===== src/hdl/mrw_pkg.sv =====
// Package for the Miller-Rabin witness test: width default, verdict codes, FSM states.
package mrw_pkg;

   // default operand width
   localparam int unsigned NUM_WIDTH_DEFAULT = 63;

   // verdict codes
   typedef logic [1:0] verdict_type;
   localparam verdict_type VERDICT_RULE_COMPOSITE = 2'd0;
   localparam verdict_type VERDICT_IS_TWO         = 2'd1;
   localparam verdict_type VERDICT_WITNESS        = 2'd2;
   localparam verdict_type VERDICT_PASS           = 2'd3;

   // sequencer states
   typedef enum logic [2:0] {
      ST_IDLE,
      ST_CHECK,
      ST_REDUCE,
      ST_SQ,
      ST_SQ_WAIT,
      ST_MUL,
      ST_MUL_WAIT,
      ST_DONE
   } state_type;

endpackage


===== src/hdl/mrw_mod_mul.sv =====
// Bit-serial shift-and-add modular multiplier, one multiplier bit per cycle.
module mrw_mod_mul #(
   parameter int unsigned NUM_WIDTH = mrw_pkg::NUM_WIDTH_DEFAULT
) (
   input  logic                 clock,
   input  logic                 reset,
   input  logic                 go,
   input  logic [NUM_WIDTH-1:0] mul_x,
   input  logic [NUM_WIDTH-1:0] mul_y,
   input  logic [NUM_WIDTH-1:0] modulus,
   output logic                 done,
   output logic [NUM_WIDTH-1:0] product
);

   localparam int unsigned CNT_WIDTH = $clog2(NUM_WIDTH + 1);

   logic [NUM_WIDTH-1:0] x_ff, x_in;
   logic [NUM_WIDTH-1:0] y_ff, y_in;
   logic [NUM_WIDTH-1:0] acc_ff, acc_in;
   logic [CNT_WIDTH-1:0] cnt_ff, cnt_in;
   logic                 run_ff, run_in;
   logic                 done_ff, done_in;

   // (a + b) mod m for a, b < m
   function automatic logic [NUM_WIDTH-1:0] add_mod(input logic [NUM_WIDTH-1:0] a,
                                                    input logic [NUM_WIDTH-1:0] b,
                                                    input logic [NUM_WIDTH-1:0] m);
      logic [NUM_WIDTH:0]   sum;
      logic [NUM_WIDTH+1:0] dif;
      sum = {1'b0, a} + {1'b0, b};
      dif = {1'b0, sum} - {2'b00, m};
      add_mod = dif[NUM_WIDTH+1] ? sum[NUM_WIDTH-1:0] : dif[NUM_WIDTH-1:0];
   endfunction

   // LSB first: accumulate x when the y bit is set, double x in parallel
   always_comb begin
      x_in    = x_ff;
      y_in    = y_ff;
      acc_in  = acc_ff;
      cnt_in  = cnt_ff;
      run_in  = run_ff;
      done_in = 1'b0;
      if (go) begin
         x_in   = mul_x;
         y_in   = mul_y;
         acc_in = '0;
         cnt_in = CNT_WIDTH'(NUM_WIDTH);
         run_in = 1'b1;
      end else if (run_ff) begin
         if (y_ff[0]) begin
            acc_in = add_mod(acc_ff, x_ff, modulus);
         end
         x_in   = add_mod(x_ff, x_ff, modulus);
         y_in   = y_ff >> 1;
         cnt_in = cnt_ff - CNT_WIDTH'(1);
         if (cnt_ff == CNT_WIDTH'(1)) begin
            run_in  = 1'b0;
            done_in = 1'b1;
         end
      end
   end

   // control
   always_ff @(posedge clock) begin
      if (reset) begin
         run_ff  <= 1'b0;
         done_ff <= 1'b0;
      end else begin
         run_ff  <= run_in;
         done_ff <= done_in;
      end
   end

   // datapath
   always_ff @(posedge clock) begin
      x_ff   <= x_in;
      y_ff   <= y_in;
      acc_ff <= acc_in;
      cnt_ff <= cnt_in;
   end

   assign done    = done_ff;
   assign product = acc_ff;

endmodule


===== config.mk =====
export PLATFORM = sky130hd
export DESIGN_NAME = mrw_mod_mul
export DESIGN_NICKNAME = d
export VERILOG_FILES = /design/src/hdl/mrw_pkg.sv /design/src/hdl/mrw_mod_mul.sv
export SDC_FILE = /design/constraint.sdc
export NUM_CORES = 1
export LEC_CHECK = 0
export BUFFER_PORTS_ARGS = -buffer_cell sky130_fd_sc_hd__buf_4
export CAP_MARGIN = 0
export CORE_MARGIN = 3
export CORE_UTILIZATION = 55
export CTS_CLUSTER_DIAMETER = 200
export DETAILED_ROUTE_END_ITERATION = 6
export GPL_TIMING_DRIVEN = 0
export PLACE_DENSITY = 0.76
export RECOVER_POWER = 50
export SYNTH_ARGS = -nofsm -noshare
export SYNTH_HDL_FRONTEND = slang
export SYNTH_SLANG_ARGS = --single-unit

===== constraint.sdc =====
create_clock -name clock -period 5.9 [get_ports clock]
set_clock_uncertainty 0.2 [all_clocks]
set_input_delay 0.59 -clock clock [delete_from_list [all_inputs] [get_ports clock]]
set_output_delay 0.59 -clock clock [all_outputs]
set_load 0.02 [all_outputs]

==> impl_metrics.json, run 1 <==
{
  "antenna_found_initial": 0,
  "ys_ff_latch": 197,
  "yosys-top-cells-area": "edfxtp_1 19%, ha_1 12%, a21oi_1 7.7%",
  "yosysSeqAreaShare_pct": 25.7,
  "tritoncts": "yes",
  "synth_top_area_cell": "edfxtp_1",
  "place_area_sq_um": 22800,
  "numPortBuffers": 254,
  "io_pins": 256,
  "worst_setup_path_start_kind": "flip-flop",
  "hold_violations": 0,
  "die_w_um": 198,
  "cts.sinks": 197,
  "coreArea_sq_um": 36000,
  "worstSetupPathType": "flip-flop to flip-flop",
  "area_growth_pct": 19.5,
  "grt_max_degree": 65,
  "vias": 21009,
  "finalCritPeriodShare_pct": 97.3,
  "grt_pass1_wl_um": 114000,
  "final_cells": 3259,
  "p_per_area_nw_per_um2": 624,
  "synthMostInstantiatedCell": "a21oi_1",
  "numCtsBuffers": 17,
  "fin_crit_ps": 5740,
  "place.gp.congestion": 1.02,
  "async_reset_ff_share_pct": 0,
  "initial_utilization_pct": 56.4,
  "synth_area_per_cell_sq_um": 8.16,
  "synth-edff-count": 126,
  "drt-initial-drc-count": 1812,
  "grt_pass1_vias": 19934,
  "seqPwrFrac_pct": 14.3,
  "htreeDepth": 4,
  "worstPathArrival_ps": 5880,
  "critPathMaxStageDelay_ps": 450,
  "drc": 0,
  "cpMaxStageDelayCell": "edfxtp_1",
  "slew_headroom_pct": 19.2,
  "dp.cells": 3203,
  "cts_hold_buf": 0,
  "maxClockFrequency_mhz": 174,
  "setup_viol": 0,
  "overflow": 0,
  "pwr-share-comb_pct": 77.1,
  "synthTopCellsByCount": "311 x a21oi_1, 220 x nor2_1, 208 x nand2_1",
  "detail_route.wl_per_cell_um": 23.8,
  "power.internal_mw": 7.09,
  "clkPwrFrac_pct": 8.6,
  "worstMarginPinSlew_ps": 1210,
  "synth_nets": 2871,
  "power_mw": 15.1,
  "p_leak_nw": 10.5,
  "synth_top_flop_cell": "edfxtp_1",
  "hold_path_class": "primary input to flip-flop",
  "clk_pin_slew_ps": 90,
  "critical_path.most_common_cell": "nand4_1",
  "routed_wl_um": 77600,
  "vias_per_cell": 6.45,
  "design_area_sq_um": 24300,
  "crit_required_ps": 6030,
  "status": "completed",
  "layout.nets": 3170,
  "maxSlewViolCount": 0,
  "synth_area_sq_um": 20300,
  "num_rows": 69,
  "die_area_sq_um": 39200,
  "syn_inst": 2486,
  "holdWs_ps": 68.9,
  "ir_drop_uv": 492,
  "postLayoutCoreUtil_pct": 67.4,
  "cp_max_fo": 10,
  "first_pass_iters": 6,
  "cap_violations": 0,
  "cp-end-kind": "flip-flop",
  "ant_nets": 0,
  "hpwl_um": 59900,
  "rsz0062_at_grt": "yes",
  "power_switching_mw": 8.04,
  "diodes": 0,
  "worstSkewPairLatency_ps": 490,
  "yosys_warnings": 0,
  "cts_buffer_depth": 2,
  "grt.total_usage_pct": 37.9,
  "drive_above_1_share_pct": 20.4,
  "swShare_pct": 53.2,
  "synth_top_area_share_pct": 18.6,
  "die_y_um": 198,
  "synth.distinct_cells": 90,
  "cts-root-buf": "clkbuf_16"
}
-- cell families (layout without fill, tap and decap cells) --
logic type      after synthesis  after routing  synth area share [%]
buf+inv                     248            560                  5.15
fa+ha+maj                   193            193                  12.0
simple gates                695            695                  16.0
mux                         128            128                  6.95
compound gates              851            851                  26.7
xor+xnor                    174            174                  7.51
flops                       197            197                  25.7
-- routing by layer --
layer	global-route usage (%)	part of all wire [%]
met5	0	0
met4	17.2	5.0
met3	10.3	11
met2	57.8	43
met1	50.2	41
-- flip-flops by register name (all words and copies together) (netlist names) --
name and cells:
product 63, y_ff 63, run_ff 1, done 1
cnt_ff 6, x_ff 63
-- power groups by stage --
stage | logic, mW | registers (mW) | clock network, mW
6_report | 11.7 | 2.16 | 1.30
5_1_grt | 12.5 | 2.18 | 1.35
4_1_cts | 10.7 | 2.15 | 1.31
3_5_place_dp | 10.2 | 2.17 | 0
3_3_place_gp | 10.1 | 2.18 | 0
2_1_floorplan | 7.56 | 2.14 | 0
-- through the flow --
| step | setup TNS [ps] | setup WS, ps |
|---|---|---|
| final | 0 | 158 |
| after global routing | -454 | -60.9 |
| after CTS | 0 | 0.430 |
| after detailed placement | -55350 | -984 |
| after global placement | -49290 | -903 |
| after floorplan | 0 | 596 |
-- final timing paths --
path                          startpoint                  endpoint  slack, ps  cells past startpoint
setup / recovery      x_ff[23]$_DFFE_PP_  product[18]$_SDFFE_PP0P_        160                     26
hold / removal                     reset           done$_SDFF_PP0_         70                      2
hold reg to reg   cnt_ff[5]$_SDFFE_PP1P_    cnt_ff[5]$_SDFFE_PP1P_        310                      2
setup reg to reg      x_ff[23]$_DFFE_PP_  product[18]$_SDFFE_PP0P_        160                     26
-- layout make-up --
class / count / area, sq um
multi-input cells: 2041 / 14600
fillers: 3088 / 11800
flip-flops and latches: 197 / 5210
repair buffers: 288 / 2100
plain buffers: 119 / 661
well taps: 461 / 577
inverters: 121 / 454
clock buffers: 18 / 429
clock inverters: 14 / 196
-- layout by cell type, fill, tap and decap left out, types with 103 or more instances in the layout --
cell type  instances
nand2_1          208
o21ai_0          155
edfxtp_1         126
buf_4            242
nor2_1           218
clkbuf_1         118
inv_1            121
ha_1             173
mux2_2           103
a21oi_1          298
-- worst max-delay path, delay by kind of cell, from the launching register on --
family | cells | cell delay (ps)
buf+inv | 4 | 620
fa+ha+maj | 2 | 660
simple gates | 8 | 1200
xor+xnor | 1 | 260
compound gates | 11 | 2180
flops | 1 | 450
-- timing repair --
item | CTS | global route
pin swaps | 19 | 50
endpoints found under the setup margin | 63 | 63
gates resized for setup | 76 | 77
setup buffers | 10 | 19
cloned | 0 | 3
Power figures use the tool's default switching activity.
==> run 2, diff against run 1 <==
--- a/config.mk
+++ b/config.mk
@@ -13,7 +13,6 @@
 export DETAILED_ROUTE_END_ITERATION = 6
 export GPL_TIMING_DRIVEN = 0
 export PLACE_DENSITY = 0.76
-export RECOVER_POWER = 50
 export SYNTH_ARGS = -nofsm -noshare
 export SYNTH_HDL_FRONTEND = slang
 export SYNTH_SLANG_ARGS = --single-unit
==> run 2 against run 1 <==
  * The flow now finishes with violations (design-rule violations)
  * Sequential share of layout area shrank 0.13 points
  * Largest power group unchanged
  * Sequential power is essentially flat
  * Non-clock buffer count is the same
  * Critical path depth is the same
==> impl_metrics.json, run 2 (synthesis results as in run 1) <==
{
  "drc": 8,
  "die_w_um": 198,
  "setup_viol": 0,
  "drt-initial-drc-count": 1997,
  "vias": 21002,
  "die_y_um": 198,
  "coreArea_sq_um": 36000,
  "r2r-start": "x_ff[24]$_DFFE_PP_",
  "maxClockFrequency_mhz": 173,
  "worstSetupPathType": "flip-flop to flip-flop",
  "critPathMaxStageDelay_ps": 450,
  "first_pass_iters": 7,
  "cts.sinks": 197,
  "cap_violations": 0,
  "startpoint": "x_ff[24]$_DFFE_PP_",
  "reg2reg_slack_ps": 110,
  "io_pins": 256,
  "final_cells": 3259,
  "power.internal_mw": 7.13,
  "num_rows": 69,
  "clk_pin_slew_ps": 90,
  "power_switching_mw": 8.04,
  "ant_nets": 0,
  "reg2reg_to": "product[18]$_SDFFE_PP0P_",
  "maxSlewViolCount": 0,
  "worstMarginPinSlew_ps": 1250,
  "path_depth": 26,
  "vias_per_cell": 6.44,
  "worstSkewPairLatency_ps": 490,
  "overflow": 0,
  "grt_max_degree": 65,
  "detail_route.wl_per_cell_um": 23.8,
  "hold_path_class": "primary input to flip-flop",
  "violations": "design-rule violations",
  "worstPathArrival_ps": 5920,
  "routed_wl_um": 77600,
  "final_common_cell": "a21oi_1",
  "layout.nets": 3170,
  "worst_setup_path_start_kind": "flip-flop",
  "critical_path.endpoint": "product[18]$_SDFFE_PP0P_",
  "path_delay_family": "compound AO/OA/AOI/OAI gates",
  "numPortBuffers": 254,
  "ir_drop_uv": 490,
  "p_leak_nw": 10.6,
  "slew_headroom_pct": 16.7,
  "hpwl_um": 59900,
  "place_area_sq_um": 22800,
  "diodes": 0,
  "fin_crit_ps": 5790,
  "grt_pass1_wl_um": 114000,
  "clkPwrFrac_pct": 8.6,
  "cp_max_fo": 10,
  "htreeDepth": 4,
  "rsz0062_at_grt": "yes",
  "path_buf_inv": 4,
  "antenna_found_initial": 0,
  "final_cell_mix": "298 x a21oi_1, 283 x buf_4, 218 x nor2_1",
  "hold_violations": 0,
  "postLayoutCoreUtil_pct": 67.8,
  "dp.cells": 3203,
  "cts-root-buf": "clkbuf_16",
  "cts_buffer_depth": 2,
  "seqPwrFrac_pct": 14.3,
  "worstRegToRegCells": 26,
  "critical_path.most_common_cell": "nand4_1",
  "p_per_area_nw_per_um2": 621,
  "swShare_pct": 53.0,
  "design_area_sq_um": 24400,
  "finalCritPeriodShare_pct": 98.1,
  "pwr-share-comb_pct": 77.2,
  "crit_required_ps": 6030,
  "die_area_sq_um": 39200,
  "status": "finished, violations left",
  "cpMaxStageDelayCell": "edfxtp_1",
  "numCtsBuffers": 17,
  "grt_pass1_vias": 19934,
  "grt.total_usage_pct": 37.9,
  "area_growth_pct": 20.3,
  "tritoncts": "yes",
  "drive_above_1_share_pct": 21.9,
  "cp-end-kind": "flip-flop",
  "initial_utilization_pct": 56.4,
  "place.gp.congestion": 1.02
}
## run 2: cell types whose count changed in the layout (fill, tap and decap cells not counted)
cell / change
buf_4: +41
clkbuf_1: -41
dfxtp_1: -1
dfxtp_2: +1
## run 2: worst register-to-register path, stage by stage, from the launching register on
cell,delay (ps)
edfxtp_1,450
ha_1,300
clkbuf_4,170
nand4_1,210
nor2_4,200
nand4_1,220
o211ai_1,310
o31ai_4,150
a21oi_2,200
a21o_1,200
a21oi_2,90
o31ai_2,330
xor2_1,260
ha_2,360
nand4_1,150
nor2_2,80
a22o_1,200
a2111oi_2,200
o21ai_1,170
a211oi_1,180
and3_1,190
buf_6,140
buf_12,150
buf_12,160
nor2_1,70
a211oi_1,210
nor3_1,80
## run 2: power groups by stage
stage | combinational [mW] | sequential, mW | clock [mW]
finish | 11.7 | 2.16 | 1.30
global route | 12.6 | 2.19 | 1.35
CTS | 10.7 | 2.15 | 1.31
detailed placement | 10.2 | 2.17 | 0
global placement | 10.1 | 2.18 | 0
floorplan | 7.56 | 2.14 | 0
## run 2: layer usage
layer / routed length (um) / up-vias / track usage (%)
met5: 0 / - / 0
met4: 3920 / 0 / 17.2
met3: 8480 / 212 / 10.3
met2: 33500 / 1170 / 57.8
met1: 31700 / 9848 / 50.2
li1: - / 9772 / -
## run 2: final cells by class
| cell class | instances | area, sq um |
|---|---|---|
| plain buffers | 119 | 661 |
| clock buffers | 18 | 429 |
| clock inverters | 14 | 196 |
| fillers | 3032 | 11600 |
| inverters | 121 | 454 |
| multi-input cells | 2041 | 14600 |
| flip-flops and latches | 197 | 5210 |
| well taps | 461 | 577 |
| repair buffers | 288 | 2260 |
## run 2: metrics by stage
stage,worst slack [ps],TNS (ps),power [mW],hold slack [ps]
2_1_floorplan,596,0,9.70,266
3_3_place_gp,-903,-49290,12.3,284
3_5_place_dp,-984,-55350,12.4,283
4_1_cts,0.430,0,14.1,54.1
5_1_grt,-60.9,-454,16.1,68.9
6_report,110,0,15.2,70.4
## run 2: worst min-delay path by stage
| stage | end | slack, ps | depth (start not counted) | from |
|---|---|---|---|---|
| 5_1_grt | run_ff$_SDFF_PP0_ | 70 | 2 | reset |
| 3_3_place_gp | cnt_ff[5]$_SDFFE_PP1P_ | 280 | 2 | cnt_ff[5]$_SDFFE_PP1P_ |
| 4_1_cts | done$_SDFF_PP0_ | 50 | 2 | reset |
| 6_report | run_ff$_SDFF_PP0_ | 70 | 2 | reset |
| 3_5_place_dp | cnt_ff[5]$_SDFFE_PP1P_ | 280 | 2 | cnt_ff[5]$_SDFFE_PP1P_ |
| 2_1_floorplan | cnt_ff[5]$_SDFFE_PP1P_ | 270 | 2 | cnt_ff[5]$_SDFFE_PP1P_ |
## run 2: what timing repair did
action / in CTS / in global routing
endpoints found under the hold margin: 0 / 0
setup buffers: 10 / 19
resized for setup: 76 / 77
pin swaps: 19 / 50
endpoints found under the setup margin: 63 / 63
gates cloned: 0 / 3
hold buffers: 0 / 0
